## config.mk

```make
export PLATFORM = sky130hd
export DESIGN_NAME = gdcc_ram
export DESIGN_NICKNAME = d
export VERILOG_FILES = /design/src/design/grid_disk_collision_check_macros.svh /design/src/design/gdcc_ram.sv
export SDC_FILE = /design/constraint.sdc
export NUM_CORES = 2
export LEC_CHECK = 0
export ABC_AREA = 0
export BUFFER_PORTS_ARGS = -buffer_cell sky130_fd_sc_hd__buf_4
export CORE_MARGIN = 3
export CORE_UTILIZATION = 45
export CTS_CLUSTER_DIAMETER = 120
export DETAILED_ROUTE_END_ITERATION = 6
export SETUP_SLACK_MARGIN = 0.3
export SLEW_MARGIN = 20
export SYNTH_ARGS = -nofsm -noshare
export SYNTH_HDL_FRONTEND = slang
export SYNTH_SLANG_ARGS = --single-unit
```

## constraint.sdc

```tcl
create_clock -name clk -period 2.69 [get_ports clk]
set_clock_uncertainty 0.2 [all_clocks]
set_input_delay 0.269 -clock clk [delete_from_list [all_inputs] [get_ports clk]]
set_output_delay 0.269 -clock clk [all_outputs]
set_load 0.02 [all_outputs]
```

## src/design/grid_disk_collision_check_macros.svh

```systemverilog
// Assertion macros for the collision checker.
`ifndef GRID_DISK_COLLISION_CHECK_MACROS_SVH
`define GRID_DISK_COLLISION_CHECK_MACROS_SVH

`ifndef SYNTHESIS
// Flag any cycle in which cond holds.
`define GDCC_NEVER(lbl, clk, rst_n, cond) \
	lbl: assert property (@(posedge clk) disable iff (!rst_n) !(cond)) \
		else $error("assertion failed: condition must never hold");
// a in a cycle requires b in the same cycle.
`define GDCC_IMPLY(lbl, clk, rst_n, a, b) \
	lbl: assert property (@(posedge clk) disable iff (!rst_n) (a) |-> (b)) \
		else $error("assertion failed: implication broken");
// a in a cycle requires b in the next cycle.
`define GDCC_NEXT(lbl, clk, rst_n, a, b) \
	lbl: assert property (@(posedge clk) disable iff (!rst_n) (a) |=> (b)) \
		else $error("assertion failed: next-cycle implication broken");
`else
`define GDCC_NEVER(lbl, clk, rst_n, cond)
`define GDCC_IMPLY(lbl, clk, rst_n, a, b)
`define GDCC_NEXT(lbl, clk, rst_n, a, b)
`endif

`endif

```

## src/design/gdcc_ram.sv

```systemverilog
module gdcc_ram #(
	parameter int WIDTH = 8,
	parameter int DEPTH = 256
) (
	input  logic                     clk,
	input  logic                     we,
	input  logic [$clog2(DEPTH)-1:0] waddr,
	input  logic [WIDTH-1:0]         wdata,
	input  logic [$clog2(DEPTH)-1:0] raddr,
	output logic [WIDTH-1:0]         rdata
);

	logic [WIDTH-1:0] mem_q [DEPTH];
	logic [WIDTH-1:0] rdata_q;

	always_ff @(posedge clk) begin
		if (we) begin
			mem_q[waddr] <= wdata;
		end
		rdata_q <= mem_q[raddr];
	end

	assign rdata = rdata_q;

endmodule

```

After elaboration in Yosys (flattened, before gate mapping)
Memories as Yosys holds them, arrays and structs flattened. A register that Yosys moved wholly into a read port is not among the register bits.
Cells that the tools add are included.
{ "word_totals": {"reg_bits": 0, "ram_bits": 2048, "inputBits": 26, "out_inout_bits": 8, "word_cells": 3, "n_memories": 1} }
{ "mem_list": {"columns": ["memory", "depth", "width", "read_ports", "rd_clocked_by_memory_dff", "write_ports", "line_no", "text"], "rows": [
  ["mem_q", 256, 8, 1, 1, 1, "gdcc_ram.sv:13", "logic [WIDTH-1:0] mem_q [DEPTH];"]
]} }
{ "classes": {"n_mux": 2} }
{ "op_table": {"columns": ["op", "n"], "rows": [
  ["2-to-1 mux 1 bit", 2]
]} }

Logic depth before layout (Yosys ltp)
{ "depth": {"word_depth": 2, "mapped_depth": 11, "mapped_depth_nobuf": 6} }

Worst setup path after synthesis
No wires, ideal clock.
{ "synth_timing": {"path_kind": "input -> register", "start": "in raddr[0]", "end": "reg rdata_q[2] (netlist: rdata[2]), read port of mem_q", "setup_ns": 0.131, "arrival_ns": 2.076, "required_time_ns": 2.359, "path_slack_ns": 0.283, "stages": 9, "n_path_buf": 4, "path_cell_list": "buf_6 -> buf_12 -> buf_8 -> buf_2 -> mux4_2 -> a22oi_1 -> a21oi_1 -> nor4_1 -> nor4_2"} }
{ "synth_rtl": {"columns": ["element", "line_no", "text"], "rows": [
  ["from (decl)", "gdcc_ram.sv:9", "input logic [$clog2(DEPTH)-1:0] raddr,"],
  ["to (decl)", "gdcc_ram.sv:14", "logic [WIDTH-1:0] rdata_q;"]
]} }

==> impl_metrics.env <==
export IMPL_rr_endpoint="rdata[4]"
export IMPL_clk_pin_slew_ns=0.06
export IMPL_placed_cell_area_sq_mm=0.08784
export IMPL_final_cell_mix="edfxtp_1, buf_4, mux4_2, nor2_1, clkbuf_16"
export IMPL_max_freq_mhz=381.0
export IMPL_synth_seq_cells=2056
export IMPL_seqCellArea_sq_mm=0.06166
export IMPL_finalSetupViolations=0
export IMPL_synthCells=3733
export IMPL_grt_usage_pct=22.89
export IMPL_synth_distinct_cells=55
export IMPL_status="completed"
export IMPL_hpwl_um=134700
export IMPL_postCtsSetupBuffers=0
export IMPL_endpoint="rdata[4]"
export IMPL_worst_pin_slew_ns=0.9394
export IMPL_cp_slowest_cell="mux4_2"
export IMPL_synth_edf_count=2048
export IMPL_crit_arrival_ns=3.10
export IMPL_ir_drop_mv=0.4995
export IMPL_routed_wl_um=206600
export IMPL_boundaryPins=34
export IMPL_synth_cell_area_sq_mm=0.07956
export IMPL_fp_dieW_um=426.5
export IMPL_fin_crit_ns=2.625
export IMPL_critPathMaxFanout=1
export IMPL_ys_flop_type="edfxtp_1"
export IMPL_grt_overflow=0
export IMPL_cts_num_sinks=2056
export IMPL_final_common_cell="edfxtp_1"
export IMPL_clockRootBuffer="clkbuf_16"
export IMPL_first_pass_iters=6
export IMPL_area_growth_pct=19.23
export IMPL_multi_input_area_sq_mm=0.01706
export IMPL_drv_slew=0
export IMPL_startpoint="mem_q[135][4]"
export IMPL_nets=4520
export IMPL_initial_core_util_pct=45.52
export IMPL_fin_cells=6977
export IMPL_required_ns=3.17
export IMPL_clk_insertion_delay_late_ns=0.82
export IMPL_cp_start_kind="register"
export IMPL_grt_pass1_vias=41070
export IMPL_hp_class="input port to register"
export IMPL_fin_crit_sh_pct=97.57
export IMPL_first_iter_violations=4892
export IMPL_design_area_sq_mm=0.09486
export IMPL_critical_path_class="register to register"
export IMPL_slew_headroom_pct=37.22
export IMPL_p_leak_nw=30.71
export IMPL_cts_max_path_buffers=3
export IMPL_syn_num_nets=3759
export IMPL_grt_pass1_wl_um=298000
export IMPL_synth_warnings=0
export IMPL_drive_gt1_share_pct=33.84
export IMPL_pwr_density_cell_mw_per_mm2=699.5
export IMPL_rrSetupSlack_ns=0.07
export IMPL_placed_cells=6595
export IMPL_antenna_found_initial=6
export IMPL_reg2reg_depth=8
export IMPL_cts_buffers=203
export IMPL_maxCapViolations=0
export IMPL_slowest_delay_ns=0.55
export IMPL_rows=153
export IMPL_tritoncts="yes"
export IMPL_drt_drc_violations_left=0
export IMPL_r2r_start="mem_q[135][4]"
export IMPL_globalplace_congestion=0.8641
export IMPL_grt_max_degree=90
export IMPL_worstPathCellList="mux4_2 > mux4_2 > nor2_1 > a2111oi_1 > buf_4 > nor3_4 > buf_4 > nor4_1"
export IMPL_tns_ns=0
export IMPL_htreeDepth=4
export IMPL_critPathCaptureType="register"
export IMPL_port_buffers=33
export IMPL_wl_per_cell_um=29.60
export IMPL_via_count=41035
export IMPL_hold_viol=0
export IMPL_synth_seq_area_share_pct=77.50
export IMPL_dieArea_sq_mm=0.1819
export IMPL_nFillCells=13285
export IMPL_rsz0062_at_grt="yes"
export IMPL_async_flop_share_pct=0
export IMPL_fp_coreArea_sq_mm=0.1748
export IMPL_syn_mean_instance_area_sq_um=21.31
export IMPL_vias_per_cell=5.881
export IMPL_postRouteAntennaNets=0
export IMPL_dieHeight_um=426.5
[flip-flops by register name, indices dropped and copies added (netlist names)]
name and count:
rdata 8, mem_q 2048
[final cells by class]
| cell class | instances | share of cell area (%) |
|---|---|---|
| Inverter | 2 | 0.007914 |
| Antenna cell | 1 | 0.002638 |
| Multi-Input combinational cell | 1442 | 17.99 |
| Clock inverter | 93 | 0.8442 |
| Tap cell | 2325 | 3.067 |
| Clock buffer | 269 | 5.738 |
| Sequential cell | 2056 | 65.00 |
| Timing Repair Buffer | 789 | 7.352 |
[per-layer routing]
| layer | GRT usage, % | wire [um] |
|---|---|---|
| met1 | 33.32 | 86600 |
| met3 | 3.830 | 15280 |
| met5 | 0 | 0 |
| met2 | 36.25 | 99720 |
| met4 | 5.920 | 4946 |
[critical path, delay by kind of cell, from the launching register on]
kind	cells	cell delay, ns
mux	2	1.03
flops	1	0.38
simple gates	3	0.45
compound gates	1	0.07
buf+inv	2	0.35
[report_power, final]
group	leakage, nW	internal [mW]	switching (mW)
clock	3.04	15.4	11.6
combinational	9.20	1.63	2.34
sequential	18.5	35.3	0.0630
[per-stage QoR]
| stage | hold WS (ns) | worst slack (ns) | util [%] | total power, mW |
|---|---|---|---|---|
| floorplan | 0.1679 | 0.3007 | - | 37.77 |
| global placement | 0.3736 | -1.327 | 50.25 | 39.85 |
| detailed placement | 0.3745 | -0.9802 | 50.26 | 39.89 |
| CTS | 0.01392 | 0.05938 | 54.11 | 66.79 |
| global route | 0.05525 | 0.002934 | 54.27 | 68.27 |
| finish | 0.08245 | 0.06540 | 54.27 | 66.35 |
[worst min-delay path by stage]
stage                          endpoint      from  cells after the start
after floorplan             mem_q[0][0]  wdata[0]                      0
after global placement    mem_q[223][2]  wdata[2]                      1
after detailed placement  mem_q[223][2]  wdata[2]                      1
after CTS                 mem_q[177][5]  waddr[5]                      4
after global routing      mem_q[177][5]  waddr[5]                      4
final                      mem_q[80][3]  waddr[5]                      4
[logic make-up after synthesis]
| kind of cell | after synthesis | share of synthesized area, % |
|---|---|---|
| buffers and inverters | 235 | 1.831 |
| muxes | 591 | 14.62 |
| AOI/OAI and AO/OA | 385 | 3.419 |
| and+or+nand+nor | 466 | 2.628 |
| DFF | 2056 | 77.50 |
[synth_stat cells, types with 10 or more instances]
cell	number	area, sq um
nor3_1	22	110.1
a22oi_1	133	998.5
mux4_2	454	10220
nor2_1	282	1059
a211oi_1	16	120.1
nand3_1	34	170.2
mux2i_1	134	1341
nand2_1	33	123.9
o21ai_0	10	50.05
a21oi_1	96	480.5
buf_2	31	155.2
clkbuf_1	111	416.7
buf_4	27	202.7
nor4_1	24	150.1
o221ai_1	46	402.9
o22ai_1	28	175.2
a221oi_1	13	113.9
buf_6	21	236.5
buf_1	22	82.58
edfxtp_1	2048	61500
buf_8	13	195.2
nand4_1	10	62.56
o211ai_1	10	75.07
nor2b_1	31	193.9
[what timing repair did]
| item | 4_1_cts | 5_1_grt |
|---|---|---|
| gates resized for setup | 49 | 53 |
| setup endpoints to repair | 8 | 177 |
| hold buffers | 19 | 0 |
| hold endpoints to repair | 1906 | 0 |
| pin swaps | 11 | 22 |
No activity file was read; power rests on OpenSTA's default activity.
