**config.mk**
```make
export PLATFORM = sky130hd
export DESIGN_NAME = gdcc_sqr
export DESIGN_NICKNAME = d
export VERILOG_FILES = /design/src/design/grid_disk_collision_check_macros.svh /design/src/design/gdcc_pkg.sv /design/src/design/gdcc_sqr.sv
export SDC_FILE = /design/constraint.sdc
export NUM_CORES = 1
export LEC_CHECK = 0
export ABC_AREA = 1
export ABC_CLOCK_PERIOD_IN_PS = 7650
export BUFFER_PORTS_ARGS = -buffer_cell sky130_fd_sc_hd__buf_2
export CAP_MARGIN = 20
export CORE_UTILIZATION = 50
export DETAILED_ROUTE_END_ITERATION = 16
export PLACE_DENSITY = 0.68
export SLEW_MARGIN = 30
export SYNTH_ARGS = -nofsm -noshare
export SYNTH_HDL_FRONTEND = slang
export SYNTH_SLANG_ARGS = --single-unit
```
**constraint.sdc**
```tcl
create_clock -name vclk -period 7.65
set_clock_uncertainty 0.05 [all_clocks]
set_input_delay 0.3825 -clock vclk [all_inputs]
set_output_delay 0.3825 -clock vclk [all_outputs]
set_load 0.01 [all_outputs]
```
**src/design/grid_disk_collision_check_macros.svh**
```systemverilog
// Assertion macros for the collision checker.
`ifndef GRID_DISK_COLLISION_CHECK_MACROS_SVH
`define GRID_DISK_COLLISION_CHECK_MACROS_SVH

`ifndef SYNTHESIS
// Flag any cycle in which cond holds.
`define GDCC_NEVER(lbl, clk, rst_n, cond) \
	lbl: assert property (@(posedge clk) disable iff (!rst_n) !(cond)) \
		else $error("assertion failed: condition must never hold");
// a in a cycle requires b in the same cycle.
`define GDCC_IMPLY(lbl, clk, rst_n, a, b) \
	lbl: assert property (@(posedge clk) disable iff (!rst_n) (a) |-> (b)) \
		else $error("assertion failed: implication broken");
// a in a cycle requires b in the next cycle.
`define GDCC_NEXT(lbl, clk, rst_n, a, b) \
	lbl: assert property (@(posedge clk) disable iff (!rst_n) (a) |=> (b)) \
		else $error("assertion failed: next-cycle implication broken");
`else
`define GDCC_NEVER(lbl, clk, rst_n, cond)
`define GDCC_IMPLY(lbl, clk, rst_n, a, b)
`define GDCC_NEXT(lbl, clk, rst_n, a, b)
`endif

`endif

```
**src/design/gdcc_pkg.sv**
```systemverilog
package gdcc_pkg;

	localparam int MAX_DIM    = 256;
	localparam int MAX_RADIUS = 16;
	localparam int FRAC_BITS  = 8;

	localparam int DIM_W    = $clog2(MAX_DIM);
	localparam int ADDR_W   = 2 * DIM_W;
	localparam int DEPTH    = MAX_DIM * MAX_DIM;
	localparam int CELL_W   = 8;
	localparam int SIZE_W   = 9;
	localparam int RAD_W    = 13;
	localparam int Q_W      = 17;
	localparam int CFG_W    = 13;
	localparam int IDX_W    = 2;

	localparam int ONE      = 1 << FRAC_BITS;
	localparam int HALF     = 1 << (FRAC_BITS - 1);
	localparam int RAD_MAX  = MAX_RADIUS << FRAC_BITS;

	// scan offset 0..MAX_RADIUS, counter 0..2*MAX_RADIUS
	localparam int OFF_W    = $clog2(MAX_RADIUS + 1);
	localparam int CNT_W    = OFF_W + 1;
	// query position plus centre shift
	localparam int POS_W    = Q_W + 1;
	// signed cell index including scan offset
	localparam int CPOS_W   = POS_W - FRAC_BITS + 1;
	// distance to a cell centre, and its square
	localparam int SQ_IN_W  = FRAC_BITS + OFF_W + 1;
	localparam int SQ_OUT_W = 2 * SQ_IN_W - 3;

	localparam logic [IDX_W-1:0] REG_ROWS = 2'd0;
	localparam logic [IDX_W-1:0] REG_COLS = 2'd1;
	localparam logic [IDX_W-1:0] REG_RAD  = 2'd2;
	localparam logic [IDX_W-1:0] REG_THR  = 2'd3;

	localparam logic MODE_WRITE = 1'b0;
	localparam logic MODE_QUERY = 1'b1;

	typedef struct packed {
		logic             prep;
		logic             row_step;
		logic             col_step;
		logic             drain;
		logic [CNT_W-1:0] i;
		logic [CNT_W-1:0] j;
	} gdcc_ctl_t;

endpackage

```
**src/design/gdcc_sqr.sv**
```systemverilog
module gdcc_sqr (
	input  logic signed [gdcc_pkg::SQ_IN_W-1:0] a,
	output logic        [gdcc_pkg::SQ_OUT_W-1:0] sq
);

	logic signed [2*gdcc_pkg::SQ_IN_W-1:0] prod;

	// operands stay small enough that the square fits the output
	assign prod = a * a;
	assign sq   = prod[gdcc_pkg::SQ_OUT_W-1:0];

endmodule

```
== Word-level counts from Yosys, hierarchy flattened ==
Cells that the tools add are included.
W data, S select, Z words.

* Register bits: 0
* Word-level logic and storage cells: 1
* Bits of input ports: 14
* Output and inout bits: 25

* Multiply operators: 1

{| class="wikitable"
|+ Operators by type and width
! cell !! count
|-
| $mul A14 B14 Y25 || 1
|}

== Depth between registers and ports, before layout ==
Gate-level depths: netlist of the first run.

* Depth after elaboration: 1
* Depth in mapped cells: 28
* Mapped depth without buffers: 27

== Worst setup path after synthesis of the first run ==
Ideal clock, no wire load.

* Path kind: input-to-output
* Start point: input a[13] in the netlist's numbering
* End point: output sq[24] in the netlist's numbering
* Path buffers: 2
* Data arrival time: 5394 ps
* Setup slack: 1824 ps
* Required time: 7218 ps
* Stages: 25
* Cell sequence: buf_4 > clkbuf_1 > nand2_1 > fa_1 > inv_1 > fa_1 > inv_1 > fa_1 > inv_1 > fa_1 > inv_1 > fa_1 > fa_1 > inv_1 > ha_1 > nand2_1 > inv_1 > nand3_1 > nor2_1 > nand3_1 > nor2_1 > nor2_2 > inv_1 > nand2_1 > nand2_1

* Cells in the longest elaborated chain, start to end: 1

{| class="wikitable"
|+ Ends and longest elaborated chain
! item !! RTL line !! RTL
|-
| start, declared || gdcc_sqr.sv:2 || <nowiki>input logic signed [gdcc_pkg::SQ_IN_W-1:0] a,</nowiki>
|-
| $mul A14 B14 Y25 || gdcc_sqr.sv:9 || <nowiki>assign prod = a * a;</nowiki>
|-
| end, declared || gdcc_sqr.sv:3 || <nowiki>output logic [gdcc_pkg::SQ_OUT_W-1:0] sq</nowiki>
|}

No other way between the ends.

== Worst setup path in the final report of the first run ==
* Start point: input a[13] in the netlist's numbering
* End point: output sq[22] in the netlist's numbering

The elaborated chain is that of the path after synthesis.

==> metrics.txt, run 1 <==
crit path time final=6.38 ns; CLK BUF=0; FMAX=about 0.16 GHz; most used cell, CP=fa_1; Worst Hold Class=in -> out; grt total ovfl=0; Final Cycle Share=83.4%; Resize count post-CTS=0; type of origin of the critical path=input pin; design area=6950 µm²; slowest CP cell=fa_1; Multi-input gate area=5520 µm²; DRT antenna net count=0; area leader, netlist=fa_1; global-route wire length before repair=around 24000 µm; hold depth=2; synthesized netlist cell count=~860; critical-path cell list=buf_2 > nand2_1 > fa_1 > inv_1 > fa_1 > inv_1 > fa_1 > inv_1 > fa_1 > inv_1 > fa_1 > fa_1 > inv_1 > ha_1 > nand2_1 > nor3_1 > nand4_1 > nand3_1 > nand2_1 > nand2_1 > buf_2; TNS Setup=0 ns; Synth warnings=0; Slew Viols, Final=0; Hold Crit Start=a[0]; Initial Util=51.8%; area growth from synthesis to final layout=4.99%; most common cell in the netlist=inv_1; WL per Instance=13.2 µm; site row count=41; placed instance area=6950 µm²; Synth area leaders=fa_1 (47%), inv_1 (15%), nand2_1 (12%); final hold violation count=0; DRC Markers=0; Critical Path Sink Type=output pin; syn avg cell area=7.68 µm²; drt total wl=between 10000 and 15000 µm; die footprint=around 14000 µm²; CP Class=in -> out; routed vias=between 5000 and 6000; Core ar.=roughly 13000 µm²; worst endpoint data arrival time=around 5.9 ns; setup violators final=0; largest net degree at the start of global routing=21; drt first pass iters=4; share of post-route cells with drive strength above 1=6.46%; DR iter-0 viols=approximately 260; Hold-fix buffers, CTS=0; most instantiated cells after synthesis=inv_1 (272), nand2_1 (206), fa_1 (155); CP startpoint=a[13]; FILL cells=1223; HPWL Detailed=12400 µm; num sequential=0; post-synth cell types=32; Register Area=0 µm²; RSZ-0062 raised after global routing=no; Req. time, crit path=7.22 ns; Syn Std Cell Area=6620 µm²; status=completed; register area share after synthesis=0%; Hold Path Sink=sq[0]; max_cap viols=0; chip width=117 µm; initial antenna violation count=0; gpl congestion=between 0.8 and 0.9; vias in the first global route=5429; I/O pins=39; GRT Resource Usage Total=22.5%; DIE HEIGHT=117 µm; DR vias/cell=4.83; critical path's largest stage delay=0.75 ns; Yosys top cell area share=46.9%; Crit Path Max Fanout=20; Port-buffer cells=38; Post-CTS Setup Inserts=0; Antenna diodes=0; Final nets=around 1100; post-synth net total=around 1100
how the worst max path moves through the flow:
| stage | depth (start not counted) | slack [ns] | endpoint |
|---|---|---|---|
| 3_3_place_gp | 19 | 1.43 | sq[22] |
| 6_report | 21 | 1.27 | sq[22] |
| 5_1_grt | 21 | 0.94 | sq[22] |
| 4_1_cts | 21 | 1.36 | sq[22] |
| 2_1_floorplan | 25 | 1.82 | sq[24] |
| 3_5_place_dp | 21 | 1.38 | sq[22] |
metal layers:
metal  GRT usage, %  part of all wire (%)  vias up
li1               -                     -     2496
met1           26.6                    42     2526
met2           46.4                    55       66
met3          0.412                   1.7       12
met4           2.28                  0.82        0
met5              0                     0        -
per-stage QoR:
stage	std cells	worst slack, ns	hold slack [ns]	util, %
2_1_floorplan	862	1.82	0.807	-
3_3_place_gp	1055	1.43	1.09	54.4
3_5_place_dp	1055	1.38	1.09	54.4
4_1_cts	1055	1.36	1.09	54.4
5_1_grt	1055	0.941	1.12	54.4
6_report	1055	1.27	1.09	54.4
worst max-delay path: cells and delay by family:
kind,cells,cell delay (ns)
adders and majority gates,7,3.57
and+or+nand+nor,7,1.19
buffers and inverters,7,0.80
layout by cell type (no fill, tap or decap), drive strengths merged:
master  synthesis  routed
nor3            4       4
a21boi          1       1
nand4           7       7
nand2         212     212
nor2           36      36
and3            1       1
a21oi          18      18
fa            155     155
o21bai          9       9
or2             3       3
a31oi           1       1
ha             60      60
a21o            4       4
conb            1       1
nand3b          1       1
xnor2           6       6
inv           273     273
nor3b           2       2
buf             3      38
xor2           16      16
nand3          28      28
o21ai           7       7
logic make-up after synthesis:
family          synth area share [%]
simple gates                    18.6
buf+inv                         16.6
fa+ha+maj                       58.2
compound gates                  3.63
xor+xnor                        2.91
other cells                   0.0566
area by class of cell:
class | count | share of cell area, %
Multi-Input combinational cell | 572 | 79.4
Timing Repair Buffer | 38 | 2.74
Inverter | 273 | 14.7
Tap cell | 172 | 3.10
Power of run 1 is not shown: default switching activity piles up to over one toggle a cycle in this logic, so the estimate is an artifact.
==> run 2, diff against run 1 <==
Settings changed: ABC_CLOCK_PERIOD_IN_PS 7650 to 6500.
Clock period 7.65 ns to 6.5 ns, I/O delays scaled along.
==> run 2 against run 1 <==
Net effect:
- wire length about the same
- first-iteration DRC count down 23%
- global-route usage rose by 0.38 points
- hold slack worse by 0.097 ns
- sequential cell count stayed put
- final cell count is 0.19% higher
- largest cell class unchanged
==> metrics.txt, run 2 (same netlist as run 1, synthesis figures left out) <==
DIE HEIGHT=117 µm; DR vias/cell=a little under 5; TNS Setup=0 ns; Multi-input gate area=about 5500 µm²; critical-path cell list=buf_2 > nand2_1 > fa_1 > fa_1 > inv_1 > fa_1 > fa_1 > inv_1 > fa_1 > fa_1 > inv_1 > ha_1 > nand2_1 > nor3_1 > nand4_1 > nand3_1 > nand2_1 > nand2_1 > buf_2; global-route wire length before repair=24400 µm; DRT antenna net count=0; Initial Util=around half; WL per Instance=13.2 µm; grt total ovfl=0; HPWL Detailed=12500 µm; delay-heaviest family, CP=adder cells; I/O pins=39; CP Class=in -> out; routed vias=roughly 5200; share of post-route cells with drive strength above 1=slightly below 7%; status=completed; max_cap viols=0; largest net degree at the start of global routing=21; critical path's largest stage delay=approximately 0.67 ns; slowest CP cell=fa_1; Core ar.=12800 µm²; Crit Path Max Fanout=20; die footprint=around 14000 µm²; chip width=117 µm; DR iter-0 viols=202; drt total wl=14000 µm; initial antenna violation count=0; setup violators final=0; Antenna diodes=0; Final Cycle Share=~95%; vias in the first global route=5449; hold depth=3; DRC Markers=0; type of origin of the critical path=input pin; FILL cells=about 1200; Register Area=0 µm²; drt first pass iters=5; Req. time, crit path=6.12 ns; final hold violation count=0; gpl congestion=around 0.87; Worst Hold Class=in -> out; FMAX=between 0.15 and 0.2 GHz; Port-buffer cells=38; CLK BUF=0; num sequential=0; GRT Resource Usage Total=22.8%; Final nets=1116; area growth from synthesis to final layout=5.25%; crit path time final=6.15 ns; Critical Path Sink Type=output pin; worst endpoint data arrival time=5.78 ns; site row count=41; most used cell, CP=fa_1; Buf/Inv on CP=5; RSZ-0062 raised after global routing=no; Slew Viols, Final=0; commonest cells after routing, fill and taps aside=inv_1 (272), nand2_1 (206), fa_1 (154), ha_1 (60), buf_2 (38); Post-CTS Setup Inserts=0; commonest non-fill, non-tap cell in the layout=inv_1; Hold-fix buffers, CTS=0; Levels on crit path=19; Resize count post-CTS=0
## run 2: changes by cell type in the layout (fill, tap and decap cells not counted)
cell   previous run  this run
buf_4             0         2
fa_1            155       154
fa_2              0         1
## run 2: stage by stage
stage | cells | setup slack (ns) | utilization (%) | area, µm² | hold WS, ns
floorplan | 862 | 0.789 | - | 6620 | 0.692
global placement | 1057 | 0.405 | 54.5 | 6970 | 0.995
detailed placement | 1057 | 0.379 | 54.5 | 6970 | 0.985
CTS | 1057 | 0.348 | 54.5 | 6970 | 0.986
global route | 1057 | 0.00448 | 54.6 | 6970 | 1.02
finish | 1057 | 0.350 | 54.6 | 6970 | 0.989
## run 2: layer usage
layer  track usage (%)  wire length [µm]
met1              27.5              5630
met4              3.38               232
met2              46.2              7600
met5                 0                 0
met3             0.360               502
## run 2: final timing paths
| path | from | to | slack, ns |
|---|---|---|---|
| worst max-delay path | a[13] | sq[22] | 0.35 |
| worst min-delay path | a[0] | sq[2] | 0.99 |
## run 2: final cells by class
class                           instances  area share, %
Timing Repair Buffer                   40           2.94
Multi-Input combinational cell        572           79.3
Inverter                              273           14.7
Tap cell                              172           3.09
## run 2: worst min-delay path, cell delays in order
cell	delay [ns]
buf_2	0.17
nor2_1	0.08
buf_2	0.14
Power of run 2 is left out for the same reason.
==> run 3, diff against run 2 <==
Settings changed: ABC_CLOCK_PERIOD_IN_PS 6500 to 6600.
Clock period 6.5 ns to 6.6 ns, I/O delays scaled along.
==> run 3 against run 2 <==
Net effect:
- count of clock-buffer cells in the layout stayed put
- sequential cell count stayed put
- non-clock buffer count fell by 1
- wire length down 0.30%
- core utilization decreased by 0.078 points
- setup slack improved by 0.058 ns
- via count decreased by 1.2%
- final cell count barely moved
- sequential share of layout area unchanged
- first-iteration DRC count increased by 8.4%
- critical path type unchanged
- largest cell class unchanged
==> metrics.txt, run 3 (same netlist as run 1, synthesis figures left out) <==
placed cells=about 1100; share of post-route cells with drive strength above 1=between 6 and 7%; Initial Util=51.8%; GRT Resource Usage Total=a little under a quarter; DIE HEIGHT=117 µm; FILL cells=1270; global-route wire length before repair=24400 µm; Resize count post-CTS=0; initial antenna violation count=0; Slew Viols, Final=0; TNS Setup=0 ns; Register Area=0 µm²; setup ws final=0.408 ns; type of origin of the critical path=input pin; slowest CP cell=fa_1; DR vias/cell=4.85; Worst Hold Class=in -> out; CLK BUF=0; Post-CTS Setup Inserts=0; status=completed; HPWL Detailed=12600 µm; CP Class=in -> out; site row count=41; vias in the first global route=5540; Req. time, crit path=6.22 ns; drt total wl=approximately 14000 µm; Post-Place Worst Slack=0.480 ns; critical path's largest stage delay=0.66 ns; placed instance area=6960 µm²; Hold-fix buffers, CTS=0; delay-heaviest family, CP=adder cells; Final nets=1115; I/O pins=39; commonest non-fill, non-tap cell in the layout=inv_1; gpl congestion=about 0.9; most used cell, CP=fa_1; Critical Path Sink Type=output pin; crit path time final=6.19 ns; DRT antenna net count=0; Core ar.=between 10000 and 15000 µm²; DRC Markers=0; Buf/Inv on CP=5; largest net degree at the start of global routing=21; final hold violation count=0; Port-buffer cells=38; area growth from synthesis to final layout=5.10%; WL per Instance=13.2 µm; DR iter-0 viols=219; die footprint=between 10000 and 15000 µm²; critical-path cell list=buf_2 > nand2_1 > fa_1 > fa_1 > inv_1 > fa_1 > fa_1 > inv_1 > fa_1 > fa_1 > inv_1 > ha_1 > nand2_1 > nor3_1 > nand4_1 > nand3_1 > nand2_1 > nand2_1 > buf_2; final non-filler cell total=1056; grt total ovfl=0; commonest cells after routing, fill and taps aside=inv_1 (272), nand2_1 (206), fa_1 (155), ha_1 (60), buf_2 (38); Crit Path Max Fanout=20; drt first pass iters=5; Antenna diodes=0; FMAX=around 0.16 GHz; routed vias=5124; worst endpoint data arrival time=5.81 ns; setup violators final=0; RSZ-0062 raised after global routing=no; design area=between 6000 and 7000 µm²; num sequential=0; Final Cycle Share=93.8%; max_cap viols=0; chip width=117 µm
[run 3: changes by cell type in the layout (fill, tap and decap cells not counted)]
cell and change:
buf_4 -1, fa_1 +1, fa_2 -1
[run 3: layout make-up]
class / instances / area, µm² / share of cell area [%]
multi-input combinational: 572 / 5520 / 79.3
inverter: 273 / 1020 / 14.7
tap: 172 / 215 / 3.09
timing repair buffer: 39 / 198 / 2.84
[run 3: path summary, 6_finish.rpt]
kind / startpoint / end / cells past startpoint
worst max-delay path: a[13] / sq[22] / 19
worst min-delay path: a[0] / sq[2] / 3
[run 3: routing by layer]
metal / share of wire, % / vias up / GRT usage (%) / wire, µm
li1: - / 2504 / - / -
met1: 41 / 2508 / 27.3 / 5680
met2: 55 / 96 / 46.8 / 7640
met3: 3.0 / 16 / 0.257 / 420
met4: 1.3 / 0 / 2.95 / 184
met5: 0 / - / 0 / 0
[run 3: stage by stage]
step | utilization, % | hold WS (ns)
global placement | 54.5 | 1.01
finish | 54.5 | 0.999
detailed placement | 54.5 | 0.996
global route | 54.5 | 1.02
floorplan | - | 0.702
CTS | 54.5 | 0.997
[run 3: worst min-delay path, cell delays in order]
cell,delay [ns]
buf_2,0.17
nor2_1,0.08
buf_2,0.13
Power of run 3 is left out for the same reason.
