`src/design/grid_disk_collision_check_macros.svh`:
```
// Assertion macros for the collision checker.
`ifndef GRID_DISK_COLLISION_CHECK_MACROS_SVH
`define GRID_DISK_COLLISION_CHECK_MACROS_SVH

`ifndef SYNTHESIS
// Flag any cycle in which cond holds.
`define GDCC_NEVER(lbl, clk, rst_n, cond) \
	lbl: assert property (@(posedge clk) disable iff (!rst_n) !(cond)) \
		else $error("assertion failed: condition must never hold");
// a in a cycle requires b in the same cycle.
`define GDCC_IMPLY(lbl, clk, rst_n, a, b) \
	lbl: assert property (@(posedge clk) disable iff (!rst_n) (a) |-> (b)) \
		else $error("assertion failed: implication broken");
// a in a cycle requires b in the next cycle.
`define GDCC_NEXT(lbl, clk, rst_n, a, b) \
	lbl: assert property (@(posedge clk) disable iff (!rst_n) (a) |=> (b)) \
		else $error("assertion failed: next-cycle implication broken");
`else
`define GDCC_NEVER(lbl, clk, rst_n, cond)
`define GDCC_IMPLY(lbl, clk, rst_n, a, b)
`define GDCC_NEXT(lbl, clk, rst_n, a, b)
`endif

`endif

```
`src/design/gdcc_pkg.sv`:
```
package gdcc_pkg;

	localparam int MAX_DIM    = 256;
	localparam int MAX_RADIUS = 16;
	localparam int FRAC_BITS  = 8;

	localparam int DIM_W    = $clog2(MAX_DIM);
	localparam int ADDR_W   = 2 * DIM_W;
	localparam int DEPTH    = MAX_DIM * MAX_DIM;
	localparam int CELL_W   = 8;
	localparam int SIZE_W   = 9;
	localparam int RAD_W    = 13;
	localparam int Q_W      = 17;
	localparam int CFG_W    = 13;
	localparam int IDX_W    = 2;

	localparam int ONE      = 1 << FRAC_BITS;
	localparam int HALF     = 1 << (FRAC_BITS - 1);
	localparam int RAD_MAX  = MAX_RADIUS << FRAC_BITS;

	// scan offset 0..MAX_RADIUS, counter 0..2*MAX_RADIUS
	localparam int OFF_W    = $clog2(MAX_RADIUS + 1);
	localparam int CNT_W    = OFF_W + 1;
	// query position plus centre shift
	localparam int POS_W    = Q_W + 1;
	// signed cell index including scan offset
	localparam int CPOS_W   = POS_W - FRAC_BITS + 1;
	// distance to a cell centre, and its square
	localparam int SQ_IN_W  = FRAC_BITS + OFF_W + 1;
	localparam int SQ_OUT_W = 2 * SQ_IN_W - 3;

	localparam logic [IDX_W-1:0] REG_ROWS = 2'd0;
	localparam logic [IDX_W-1:0] REG_COLS = 2'd1;
	localparam logic [IDX_W-1:0] REG_RAD  = 2'd2;
	localparam logic [IDX_W-1:0] REG_THR  = 2'd3;

	localparam logic MODE_WRITE = 1'b0;
	localparam logic MODE_QUERY = 1'b1;

	typedef struct packed {
		logic             prep;
		logic             row_step;
		logic             col_step;
		logic             drain;
		logic [CNT_W-1:0] i;
		logic [CNT_W-1:0] j;
	} gdcc_ctl_t;

endpackage

```
`src/design/gdcc_seq.sv`:
```
module gdcc_seq (
	input  logic                         clk,
	input  logic                         arst_n,
	input  logic                         go,
	input  logic [gdcc_pkg::OFF_W-1:0]   off,
	output gdcc_pkg::gdcc_ctl_t          ctl,
	output logic                         busy
);

	localparam logic [2:0] S_IDLE  = 3'd0;
	localparam logic [2:0] S_PREP  = 3'd1;
	localparam logic [2:0] S_ROW   = 3'd2;
	localparam logic [2:0] S_COL   = 3'd3;
	localparam logic [2:0] S_DRAIN = 3'd4;

	logic [2:0]                   state_q;
	logic [gdcc_pkg::CNT_W-1:0]   i_q;
	logic [gdcc_pkg::CNT_W-1:0]   j_q;
	logic [gdcc_pkg::CNT_W-1:0]   span;

	assign span = {off, 1'b0};

	always_ff @(posedge clk or negedge arst_n) begin
		if (!arst_n) begin
			state_q <= S_IDLE;
			i_q     <= '0;
			j_q     <= '0;
		end else begin
			unique case (state_q)
				S_IDLE: begin
					if (go) state_q <= S_PREP;
				end
				S_PREP: begin
					i_q     <= '0;
					state_q <= S_ROW;
				end
				S_ROW: begin
					j_q     <= '0;
					state_q <= S_COL;
				end
				S_COL: begin
					if (j_q == span) begin
						if (i_q == span) begin
							state_q <= S_DRAIN;
						end else begin
							i_q     <= i_q + gdcc_pkg::CNT_W'(1);
							state_q <= S_ROW;
						end
					end else begin
						j_q <= j_q + gdcc_pkg::CNT_W'(1);
					end
				end
				S_DRAIN: begin
					state_q <= S_IDLE;
				end
				default: begin
					state_q <= S_IDLE;
				end
			endcase
		end
	end

	always_comb begin
		ctl.prep     = (state_q == S_PREP);
		ctl.row_step = (state_q == S_ROW);
		ctl.col_step = (state_q == S_COL);
		ctl.drain    = (state_q == S_DRAIN);
		ctl.i        = i_q;
		ctl.j        = j_q;
	end

	assign busy = (state_q != S_IDLE);

endmodule

```
`config.mk`:
```
export PLATFORM = sky130hd
export DESIGN_NAME = gdcc_seq
export DESIGN_NICKNAME = d
export VERILOG_FILES = /design/src/design/grid_disk_collision_check_macros.svh /design/src/design/gdcc_pkg.sv /design/src/design/gdcc_seq.sv
export SDC_FILE = /design/constraint.sdc
export NUM_CORES = 1
export LEC_CHECK = 0
export BUFFER_PORTS_ARGS = -buffer_cell sky130_fd_sc_hd__buf_2
export CAP_MARGIN = 10
export CELL_PAD_IN_SITES_DETAIL_PLACEMENT = 0
export CELL_PAD_IN_SITES_GLOBAL_PLACEMENT = 1
export CORE_MARGIN = 4
export CORE_UTILIZATION = 41
export DETAILED_ROUTE_END_ITERATION = 12
export GPL_ROUTABILITY_DRIVEN = 1
export PLACE_DENSITY_LB_ADDON = 0.3
export SLEW_MARGIN = 20
export SYNTH_ARGS = -nofsm -noshare
export SYNTH_HDL_FRONTEND = slang
export SYNTH_SLANG_ARGS = --single-unit
```
`constraint.sdc`:
```
create_clock -name clk -period 5.3 [get_ports clk]
set_input_delay 0.265 -clock clk [delete_from_list [all_inputs] [get_ports clk]]
set_output_delay 0.265 -clock clk [all_outputs]
set_load 0.01 [all_outputs]
```
# After elaboration in Yosys (flattened, before gate mapping)
# Index checks and enable logic that the tools add are counted.
# word_totals
reg_bits	15
in_bits	8
output_inout_bits	17
elab_cells	31
# classes
addsub	2
eq_ne	10
muxes	9
n_reduce_logical	7
# op_table
cell	n
case mux 6 bit (2 select lines)	2
two-way mux 6 bit	3
adder 6 x 1 -> 6 bit (second input constant)	2
== test 6 bit	2
case mux 3 bit (4 select lines)	1
two-way mux 3 bit	3
== test 3 x 2 -> 1 bit (second input constant)	2
!= test 2 bit (second input constant)	3
AND reduction 2 bit	2
nonzero test 2 bit	2
== test 3 x 1 -> 1 bit (second input constant)	1
== test 3 bit (second input constant)	1
logical NOT 3 bit	1
AND reduction 3 bit	1
nonzero test 3 bit	1
!= test 2 x 1 -> 1 bit (second input constant)	1

# Logic depth before layout (Yosys ltp)
# Gate-level depths: netlist of the first run.
# logic_depth
depth_word	4
mapped_depth	7
mapped_depth_nobuf	6

# Least setup slack after synthesis of the first run
# No wires, ideal clock.
# synth_timing
path_type	register to register
startpoint	register j_q[2] (netlist bit)
endpoint	register i_q[5] (netlist bit)
setup_time_ns	0.121
arrival_time_ns	1.859
t_required_ns	5.179
path_slack_ns	3.320
path_stages_with_launch	7
n_path_buf	0
synth_period_minus_slack_ns	1.980
cell_sequence	dfrtp_1 > xnor2_1 > nand4_2 > o31a_4 > nor3_1 > mux2_1 > a22o_1
# synth_via
elab_chain_cells	3
# synth_rtl
item	line	text
start, declared	gdcc_seq.sv:18	logic [gdcc_pkg::CNT_W-1:0] j_q;
start signal, assigned	gdcc_seq.sv:50	j_q <= j_q + gdcc_pkg::CNT_W'(1);
== test 6 bit	gdcc_seq.sv:42	if (j_q == span) begin
!= test 2 x 1 -> 1 bit (no line)	-	
AND reduction 3 bit (no line)	-	
end signal, assigned	gdcc_seq.sv:46	i_q <= i_q + gdcc_pkg::CNT_W'(1);
end, declared	gdcc_seq.sv:17	logic [gdcc_pkg::CNT_W-1:0] i_q;
# No other way between the ends.
# A chain may end at the register's enable or synchronous reset.

# Final worst setup path of the first run
# layout_timing
startpoint	register j_q[4] (netlist bit)
endpoint	register i_q[5] (netlist bit)
# Same word-level chain as after synthesis.

==> impl_metrics.tcl, run 1 <==
set metrics [dict create \
    status "finished, final reports clean" \
    boundaryPins 25 \
    cts_sinks 15 \
    start_kind "register" \
    cts_tree "done" \
    path_cells "xnor2_1 > nand4_2 > o31a_4 > nor3_1 > mux2_1 > a22o_1" \
    p_sw_w 0.0002544 \
    drive_above_1_share_pct 27.42 \
    arrival_ns 2.28 \
    routed_wl_um 2116 \
    worstMarginPinSlew_ns 0.7078 \
    synth_seq_cells 15 \
    p_sw_share_pct 45.34 \
    die_w_um 55.43 \
    power.density_nw_per_um2 509.6 \
    drcViolationCount 0 \
    path_class "register to register" \
    place_area_sq_um 1064 \
    clkLatencyLatePin_ns 0.29 \
    fin_nets 135 \
    finalSetupTns_ns 0 \
    antenna_found_initial 0 \
    initial_utilization_pct 45.16 \
    area_growth_pct 19.40 \
    synthMuxAreaShare_pct 2.442 \
    path_clk_slew_ns 0.10 \
    viasPerCell 5.344 \
    rsz0062_at_grt "false" \
    grt_pass1_wl_um 3898 \
    holdPathStages 3 \
    wire_per_inst_um 14.01 \
    max_slew_margin_pct 52.41 \
    grt_usage_pct 15.71 \
    cp-end-kind "register" \
    synth-xor-area-share_pct 11.40 \
    clockPowerShare_pct 12.2 \
    ant_nets 0 \
    core_area_sq_um 2042 \
    cp.required_ns 5.48 \
    max_freq_mhz 475.1 \
    yosys_warnings 0 \
    synthesis.area_sq_um 922.1 \
    io_buffers 24 \
    grt_max_degree 17 \
    fin_util_pct 53.92 \
    fin_crit_ns 2.105 \
    synth_top_family_by_area "simple AND/OR/NAND/NOR gates" \
    num_rows 16 \
    synth-compound-area-share_pct 12.48 \
    postLayoutCellArea_sq_um 1101 \
    ys_seq_area_share_pct 40.71 \
    setup_violations 0 \
    synthCells 98 \
    clock_skew_ns 0.007379 \
    seqPwrFrac_pct 39.7 \
    max_stage_delay_ns 0.44 \
    hold_violations 0 \
    yosysUniqueCellTypes 33 \
    grt_pass1_vias 813 \
    post-route-period-util_pct 39.71 \
    synth_fp_nets 108 \
    clock-root-buffer "clkbuf_4" \
    fp.dieH_um 55.43 \
    synth_adder_area_share_pct 2.714 \
    first_pass_iters 4 \
    place.gp.congestion 0.8184 \
    synthSimpleGateAreaFrac_pct 28.49 \
    hold_start "go" \
    cts_made_buffers 3 \
    hp-class "primary input to register" \
    die_area_sq_um 3072 \
    num_vias 807 \
    power_leakage_nw 0.5114 \
    num_antenna_cells 0 \
    slew_viol_final 0 \
    dp.final_hpwl_um 1587 \
    ir_drop_v 0.0002807 \
    r2r_start "j_q[4]$_DFFE_PN0P_" \
    clock_path_buffers 2 \
    drt_iter0_drc 24 \
    overflow 0 \
    crit_fanout 8 \
    reg2reg_depth 6 \
    pwr-share-comb_pct 48.1 \
    synth_area_per_cell_sq_um 9.410 \
    maxCapViolCount 0 \
    htree_levels 1 \
    power.internal_w 0.0003067 \
    critPathSlowestCell "dfrtp_1" \
    critical_path.startpoint "j_q[4]$_DFFE_PN0P_" \
]
[repair_timing]
| action | in CTS | in global routing |
|---|---|---|
| hold buffers | 1 | 0 |
| endpoints found under the hold margin | 15 | 0 |
| resized for setup | 0 | 0 |
| buffers inserted | 0 | 0 |
[per-stage QoR]
step	setup slack [ns]	total power, W	hold slack, ns	cells
floorplan	3.320	0.0004053	-0.03059	98
global placement	3.291	0.0004881	0.1937	146
detailed placement	3.245	0.0004955	0.1977	146
CTS	3.218	0.0005643	0.1942	151
global route	3.076	0.0006225	0.2270	151
finish	3.195	0.0005611	0.1943	151
[synthesized netlist by cell type]
library cell,number,area share [%]
o211ai_1,2,1.6
clkbuf_1,2,0.81
nand3b_1,1,0.81
o31ai_1,2,1.6
and3_1,3,2.0
nor4_1,1,0.68
a22o_1,2,1.9
nand4b_1,1,0.95
nor2b_2,1,0.95
nand2b_1,1,0.68
o311ai_0,1,0.95
nor3_2,1,1.1
nor3_1,1,0.54
nand4_2,1,1.4
nor2_1,7,2.8
or3_1,1,0.68
inv_1,1,0.41
nor4b_2,1,1.6
buf_2,1,0.54
mux2_1,1,1.2
nand2_1,12,4.9
o21ai_0,7,3.8
nand3_1,8,4.3
or4_1,2,1.6
mux2_2,1,1.2
xor2_1,4,3.8
nand4_1,3,2.0
and2_1,2,1.4
ha_1,2,2.7
dfrtp_1,15,41
o31a_4,1,1.9
xnor2_1,8,7.6
a31oi_1,1,0.68
[path summary, 6_finish.rpt]
kind | slack (ns) | endpoint
setup / recovery | 3.20 | i_q[5]$_DFFE_PN0P_
hold / removal | 0.19 | state_q[0]$_DFFE_PN0P_
setup reg to reg | 3.20 | i_q[5]$_DFFE_PN0P_
hold reg to reg | 0.56 | j_q[5]$_DFFE_PN0P_
min in group asynchronous | 0.40 | j_q[4]$_DFFE_PN0P_
max in group asynchronous | 4.64 | i_q[5]$_DFFE_PN0P_
[worst max-delay path: cells and delay by family, from the launching register on]
kind	cells	cell delay (ns)
compound gates	2	0.58
flops	1	0.44
simple gates	2	0.41
xor+xnor	1	0.22
mux	1	0.34
[cells in the final DEF, fill, tap and decap left out, types with 2 or more instances in the layout]
| cell | instances |
|---|---|
| buf_2 | 24 |
| dfrtp_1 | 15 |
| nand2_1 | 12 |
| xnor2_1 | 8 |
| nand3_1 | 8 |
| nor2_1 | 7 |
| o21ai_0 | 7 |
| xor2_1 | 4 |
| nand4_1 | 3 |
| and3_1 | 3 |
| clkbuf_4 | 3 |
| and2_1 | 2 |
| o31ai_1 | 2 |
| or4_1 | 2 |
| a22o_1 | 2 |
| o211ai_1 | 2 |
| ha_1 | 2 |
[flip-flops by register name, indices dropped and copies added, names as in the netlist]
signal	cells
j_q	6
i_q	6
state_q	3
[layout make-up]
cell class,instances,area (sq um)
Fill cell,213,940.9
Sequential cell,15,375.4
Clock buffer,3,22.52
Tap cell,27,33.78
Inverter,1,3.754
Timing Repair Buffer,25,130.1
Multi-Input combinational cell,79,530.5
Clock inverter,1,5.005
[power by group through the flow]
| stage | Combinational, W | Sequential [W] | Clock [W] |
|---|---|---|---|
| 2_1_floorplan | 0.000176 | 0.000229 | 0 |
| 3_3_place_gp | 0.000266 | 0.000222 | 0 |
| 3_5_place_dp | 0.000271 | 0.000225 | 0 |
| 4_1_cts | 0.000273 | 0.000222 | 0.0000691 |
| 5_1_grt | 0.000311 | 0.000233 | 0.0000778 |
| 6_report | 0.000270 | 0.000223 | 0.0000683 |
[metal layers]
layer	vias to the layer above	part of all wire (%)	GRT usage [%]
met1	374	49	22.06
met5	-	0	0
met3	2	5.6	3.963
li1	408	-	-
met2	23	44	23.31
met4	0	0.85	5.208
[logic make-up (layout without fill, tap and decap cells)]
kind of cell,count (synthesis),in the layout
simple gates,47,47
compound gates,16,16
flops,15,15
xor+xnor,12,12
buf+inv,4,30
fa+ha+maj,2,2
mux,2,2
(Power assumes the default switching activity.)
==> run 2: changes to the inputs <==
Settings changed: CORE_UTILIZATION 41 to 34.
Clock period 5.3 ns to 1.7 ns, I/O delays scaled along.
==> impl_metrics.tcl, run 2 (same netlist as run 1, synthesis figures left out) <==
set metrics [dict create \
    status "complete, but fails checks" \
    violations "negative setup slack" \
    antenna_found_initial 0 \
    setup_violations 6 \
    postLayoutCellArea_sq_um 1408 \
    cts_made_buffers 3 \
    overflow 0 \
    clkLatencyLatePin_ns 0.29 \
    max_stage_delay_ns 0.42 \
    total_power_w 0.002258 \
    fin_crit_ns 1.806 \
    arrival_ns 1.99 \
    num_antenna_cells 0 \
    htree_levels 1 \
    grt_pass1_wl_um 4146 \
    crit_fanout 3 \
    power.density_nw_per_um2 1604 \
    hold_violations 0 \
    num_rows 18 \
    io_buffers 24 \
    mostFrequentLayoutCells "buf_4 (25), buf_2 (24), dfrtp_1 (14)" \
    cp_top_family "flip-flops" \
    finalSetupTns_ns -0.2737 \
    holdPathStages 3 \
    path_class "register to register" \
    critPathBufInv 2 \
    first_pass_iters 5 \
    max_slew_margin_pct 74.47 \
    ant_nets 0 \
    ir_drop_v 0.001042 \
    fin_worst_hold_slack_ns 0.007248 \
    clock-root-buffer "clkbuf_4" \
    fp.dieH_um 60.08 \
    hp-class "primary input to register" \
    clock_path_buffers 2 \
    worstMarginPinSlew_ns 0.3816 \
    mostFrequentLayoutCell "buf_4" \
    fin_nets 162 \
    path_cells "xnor2_2 > nand4_2 > buf_4 > nor4_2 > buf_4 > mux2_2 > a22o_1" \
    rsz0062_at_grt "true" \
    dp_slack_ns -0.1842 \
    place_area_sq_um 1246 \
    grt_usage_pct 15.45 \
    die_w_um 60.08 \
    nFillCells 234 \
    die_area_sq_um 3610 \
    dp.final_hpwl_um 1863 \
    cts_tree "done" \
    slew_viol_final 0 \
    critPathSlowestCell "dfrtp_1" \
    max_freq_mhz 553.9 \
    boundaryPins 25 \
    routed_wl_um 2551 \
    core_area_sq_um 2522 \
    clock_skew_ns 0.004390 \
    drcViolationCount 0 \
    reg2reg_slack_ns -0.11 \
    path_clk_slew_ns 0.10 \
    drt_iter0_drc 11 \
    drive_above_1_share_pct 48.34 \
    viasPerCell 5.077 \
    grt_pass1_vias 908 \
    cpMostUsedCell "buf_4" \
    cp-end-kind "register" \
    min_to "state_q[0]$_DFFE_PN0P_" \
    cp.required_ns 1.89 \
    post-route-period-util_pct 106.2 \
    num_vias 919 \
    wire_per_inst_um 14.09 \
    hold_start "go" \
    reg2reg_depth 7 \
    place.gp.congestion 0.8319 \
    timing.rr.end "i_q[0]$_DFFE_PN0P_" \
    area_growth_pct 52.65 \
    initial_utilization_pct 36.56 \
    start_kind "register" \
    cts_sinks 15 \
    reg.largest.list "i_q x6, j_q x6, state_q x3" \
    grt_max_degree 16 \
    timing.final.ws_setup_ns -0.1055 \
    maxCapViolCount 0 \
    power_leakage_nw 0.6908 \
    r2r_start "j_q[5]$_DFFE_PN0P_" \
]
run 2: per-stage QoR:
stage | utilization [%] | std cells
finish | 55.80 | 181
global placement | 49.40 | 172
floorplan | - | 98
CTS | 53.77 | 179
global route | 55.80 | 181
detailed placement | 49.40 | 172
run 2: layout make-up:
class	instances	area [sq um]	share of cell area, %
clock buffers	3	22.52	1.600
clock inverters	1	5.005	0.3556
inverters	1	3.754	0.2667
multi-input cells	79	613.1	43.56
flip-flops and latches	15	376.6	26.76
well taps	30	37.54	2.667
repair buffers	52	349.1	24.80
run 2: worst register-to-register path, cell delays in order (launching register included):
cell and delay (ns):
dfrtp_1 0.42, xnor2_2 0.15, nand4_2 0.15, buf_4 0.16
nor4_2 0.16, buf_4 0.16, mux2_2 0.32, a22o_1 0.17
run 2: how the worst max path moves through the flow:
| stage | endpoint | start | slack, ns | cells past startpoint |
|---|---|---|---|---|
| 6_report | i_q[0]$_DFFE_PN0P_ | j_q[5]$_DFFE_PN0P_ | -0.11 | 7 |
| 5_1_grt | i_q[0]$_DFFE_PN0P_ | j_q[1]$_DFFE_PN0P_ | -0.18 | 7 |
| 4_1_cts | i_q[0]$_DFFE_PN0P_ | i_q[4]$_DFFE_PN0P_ | -0.11 | 7 |
| 3_5_place_dp | i_q[0]$_DFFE_PN0P_ | j_q[1]$_DFFE_PN0P_ | -0.18 | 6 |
| 3_3_place_gp | i_q[0]$_DFFE_PN0P_ | j_q[1]$_DFFE_PN0P_ | -0.20 | 6 |
| 2_1_floorplan | i_q[5]$_DFFE_PN0P_ | j_q[1]$_DFFE_PN0P_ | -0.11 | 6 |
run 2: power breakdown:
part	switching [W]	internal, W
sequential	0.000122	0.000488
combinational	0.000712	0.000723
clock	0.000126	0.0000876
total	0.000959	0.00130
run 2: routing by layer:
| layer | share of wire [%] | vias to the layer above | global-route usage, % | wire length (um) |
|---|---|---|---|---|
| met5 | 0 | - | 0 | 0 |
| met1 | 44 | 430 | 20.11 | 1131 |
| met2 | 49 | 22 | 25.77 | 1246 |
| li1 | - | 463 | - | - |
| met3 | 4.9 | 4 | 2.808 | 125 |
| met4 | 1.9 | 0 | 4.747 | 48 |
run 2: timing repair:
action | CTS | global route
endpoints found under the setup margin | 6 | 11
endpoints found under the hold margin | 15 | 0
gates resized for setup | 9 | 8
hold buffers | 1 | 0
pin swaps | 5 | 6
setup buffers | 2 | 2
==> run 3: changes to the inputs <==
Settings changed: BUFFER_PORTS_ARGS -buffer_cell sky130_fd_sc_hd__buf_2 to unset, CORE_UTILIZATION 34 to 41, DONT_BUFFER_PORTS set to 1.
==> impl_metrics.tcl, run 3 (same netlist as run 1, synthesis figures left out) <==
set metrics [dict create \
    status "complete, but fails checks" \
    violations "negative setup slack" \
    overflow 0 \
    start_kind "register" \
    rsz0062_at_grt "true" \
    ir_drop_v 0.0007438 \
    max_freq_mhz 549.5 \
    p_sw_w 0.0009462 \
    clockPowerShare_pct 10.7 \
    power.internal_w 0.001164 \
    maxCapViolCount 0 \
    routed_wl_um 2625 \
    drcViolationCount 0 \
    grt_max_degree 16 \
    path_clk_slew_ns 0.10 \
    postLayoutCellArea_sq_um 1257 \
    timing.final.ws_setup_ns -0.1199 \
    wire_per_inst_um 17.38 \
    area_growth_pct 36.36 \
    setup_violations 5 \
    first_pass_iters 4 \
    place.gp.congestion 0.8006 \
    post-route-period-util_pct 107.1 \
    io_buffers 0 \
    seqPwrFrac_pct 28.9 \
    total_power_w 0.002110 \
    grt_usage_pct 18.08 \
    grt_pass1_wl_um 4402 \
    dp_cells 143 \
    path_class "register to register" \
    clock_skew_ns 0.001365 \
    mostFrequentLayoutCell "buf_4" \
    cts_sinks 15 \
    num_vias 860 \
    mostFrequentLayoutCells "buf_4 (23), dfrtp_1 (14), nand2_1 (12)" \
    arrival_ns 2.05 \
    place_area_sq_um 1107 \
    worstMarginPinSlew_ns 0.7162 \
    num_rows 16 \
    die_area_sq_um 3072 \
    max_slew_margin_pct 52.10 \
    p_sw_share_pct 44.84 \
    fin_util_pct 61.58 \
    cts_made_buffers 3 \
    hold_violations 0 \
    cts_tree "done" \
    hp-class "primary input to register" \
    multi_input_area_sq_um 623.1 \
    crit_fanout 4 \
    dp.final_hpwl_um 1865 \
    drive_above_1_share_pct 34.68 \
    fin_nets 135 \
    nFillCells 185 \
    power.density_nw_per_um2 1678 \
    clkLatencyLatePin_ns 0.30 \
    clock-root-buffer "clkbuf_4" \
    die_w_um 55.43 \
    reg.largest.list "i_q x6, j_q x6, state_q x3" \
    pwr-share-comb_pct 60.4 \
    final_cells 151 \
    ant_nets 0 \
    slew_viol_final 0 \
    power_leakage_nw 0.5622 \
    boundaryPins 25 \
    grt_pass1_vias 893 \
    regArea_sq_um 376.6 \
    cp-end-kind "register" \
    initial_utilization_pct 45.16 \
    viasPerCell 5.695 \
    fp.dieH_um 55.43 \
    cp.required_ns 1.93 \
    clock_path_buffers 2 \
    drt_iter0_drc 23 \
    num_antenna_cells 0 \
    antenna_found_initial 0 \
    htree_levels 1 \
    fin_crit_ns 1.820 \
    core_area_sq_um 2042 \
]
-- run 3: path summary, 6_finish.rpt --
kind / start / to / slack (ns) / depth (start not counted)
worst min register to register: state_q[2]$_DFFE_PN0P_ / state_q[1]$_DFFE_PN0P_ / 0.57 / 1
worst max register to register: j_q[4]$_DFFE_PN0P_ / i_q[4]$_DFFE_PN0P_ / -0.12 / 7
worst max-delay path: j_q[4]$_DFFE_PN0P_ / i_q[4]$_DFFE_PN0P_ / -0.12 / 7
min in group asynchronous: arst_n / j_q[5]$_DFFE_PN0P_ / 0.27 / 1
worst min-delay path: off[4] / i_q[3]$_DFFE_PN0P_ / 0.24 / 4
max in group asynchronous: arst_n / j_q[2]$_DFFE_PN0P_ / 0.94 / 1
-- run 3: stage by stage --
step	setup slack [ns]	hold WS, ns	TNS [ns]
floorplan	-0.1052	-0.2106	-0.2113
CTS	-0.1500	0.2616	-0.4918
global route	-0.2120	0.2461	-0.9465
detailed placement	-0.1716	-0.2102	-0.6270
global placement	-0.1184	-0.2101	-0.4141
finish	-0.1199	0.2371	-0.3859
-- run 3: timing repair --
action	4_1_cts	5_1_grt
hold endpoints to repair	16	0
hold buffers	2	0
gates resized for setup	10	6
setup buffers	0	2
pin swaps	4	6
setup endpoints to repair	6	10
-- run 3: critical path: stages (launching register included) --
cell and delay, ns:
dfrtp_1 0.42, xnor2_2 0.19, nand4_4 0.14, o31a_4 0.33, buf_4 0.15, nor4b_4 0.27, nand4b_1 0.14, o211ai_1 0.10
-- run 3: power groups by stage --
stage                     clock (W)  combinational (W)  sequential, W
after floorplan                   0           0.000557       0.000716
after global placement            0            0.00109       0.000591
after detailed placement          0            0.00111       0.000597
after CTS                  0.000230            0.00120       0.000603
after global routing       0.000244            0.00141       0.000625
final                      0.000226            0.00127       0.000610
-- run 3: per-layer routing --
metal	vias to the layer above	share of wire (%)	GRT usage, %	wire length (um)
met4	0	1.9	10.07	50
met5	-	0	0	0
met3	6	4.7	4.429	124
li1	409	-	-	-
met2	23	51	28.55	1340
met1	422	42	22.35	1109
-- run 3: cell type report --
class                      instances  area share (%)
tap                               27           2.687
timing repair buffer              25           15.32
multi-input combinational         79           49.55
clock inverter                     1          0.3980
clock buffer                       3           1.791
sequential                        15           29.95
inverter                           1          0.2985
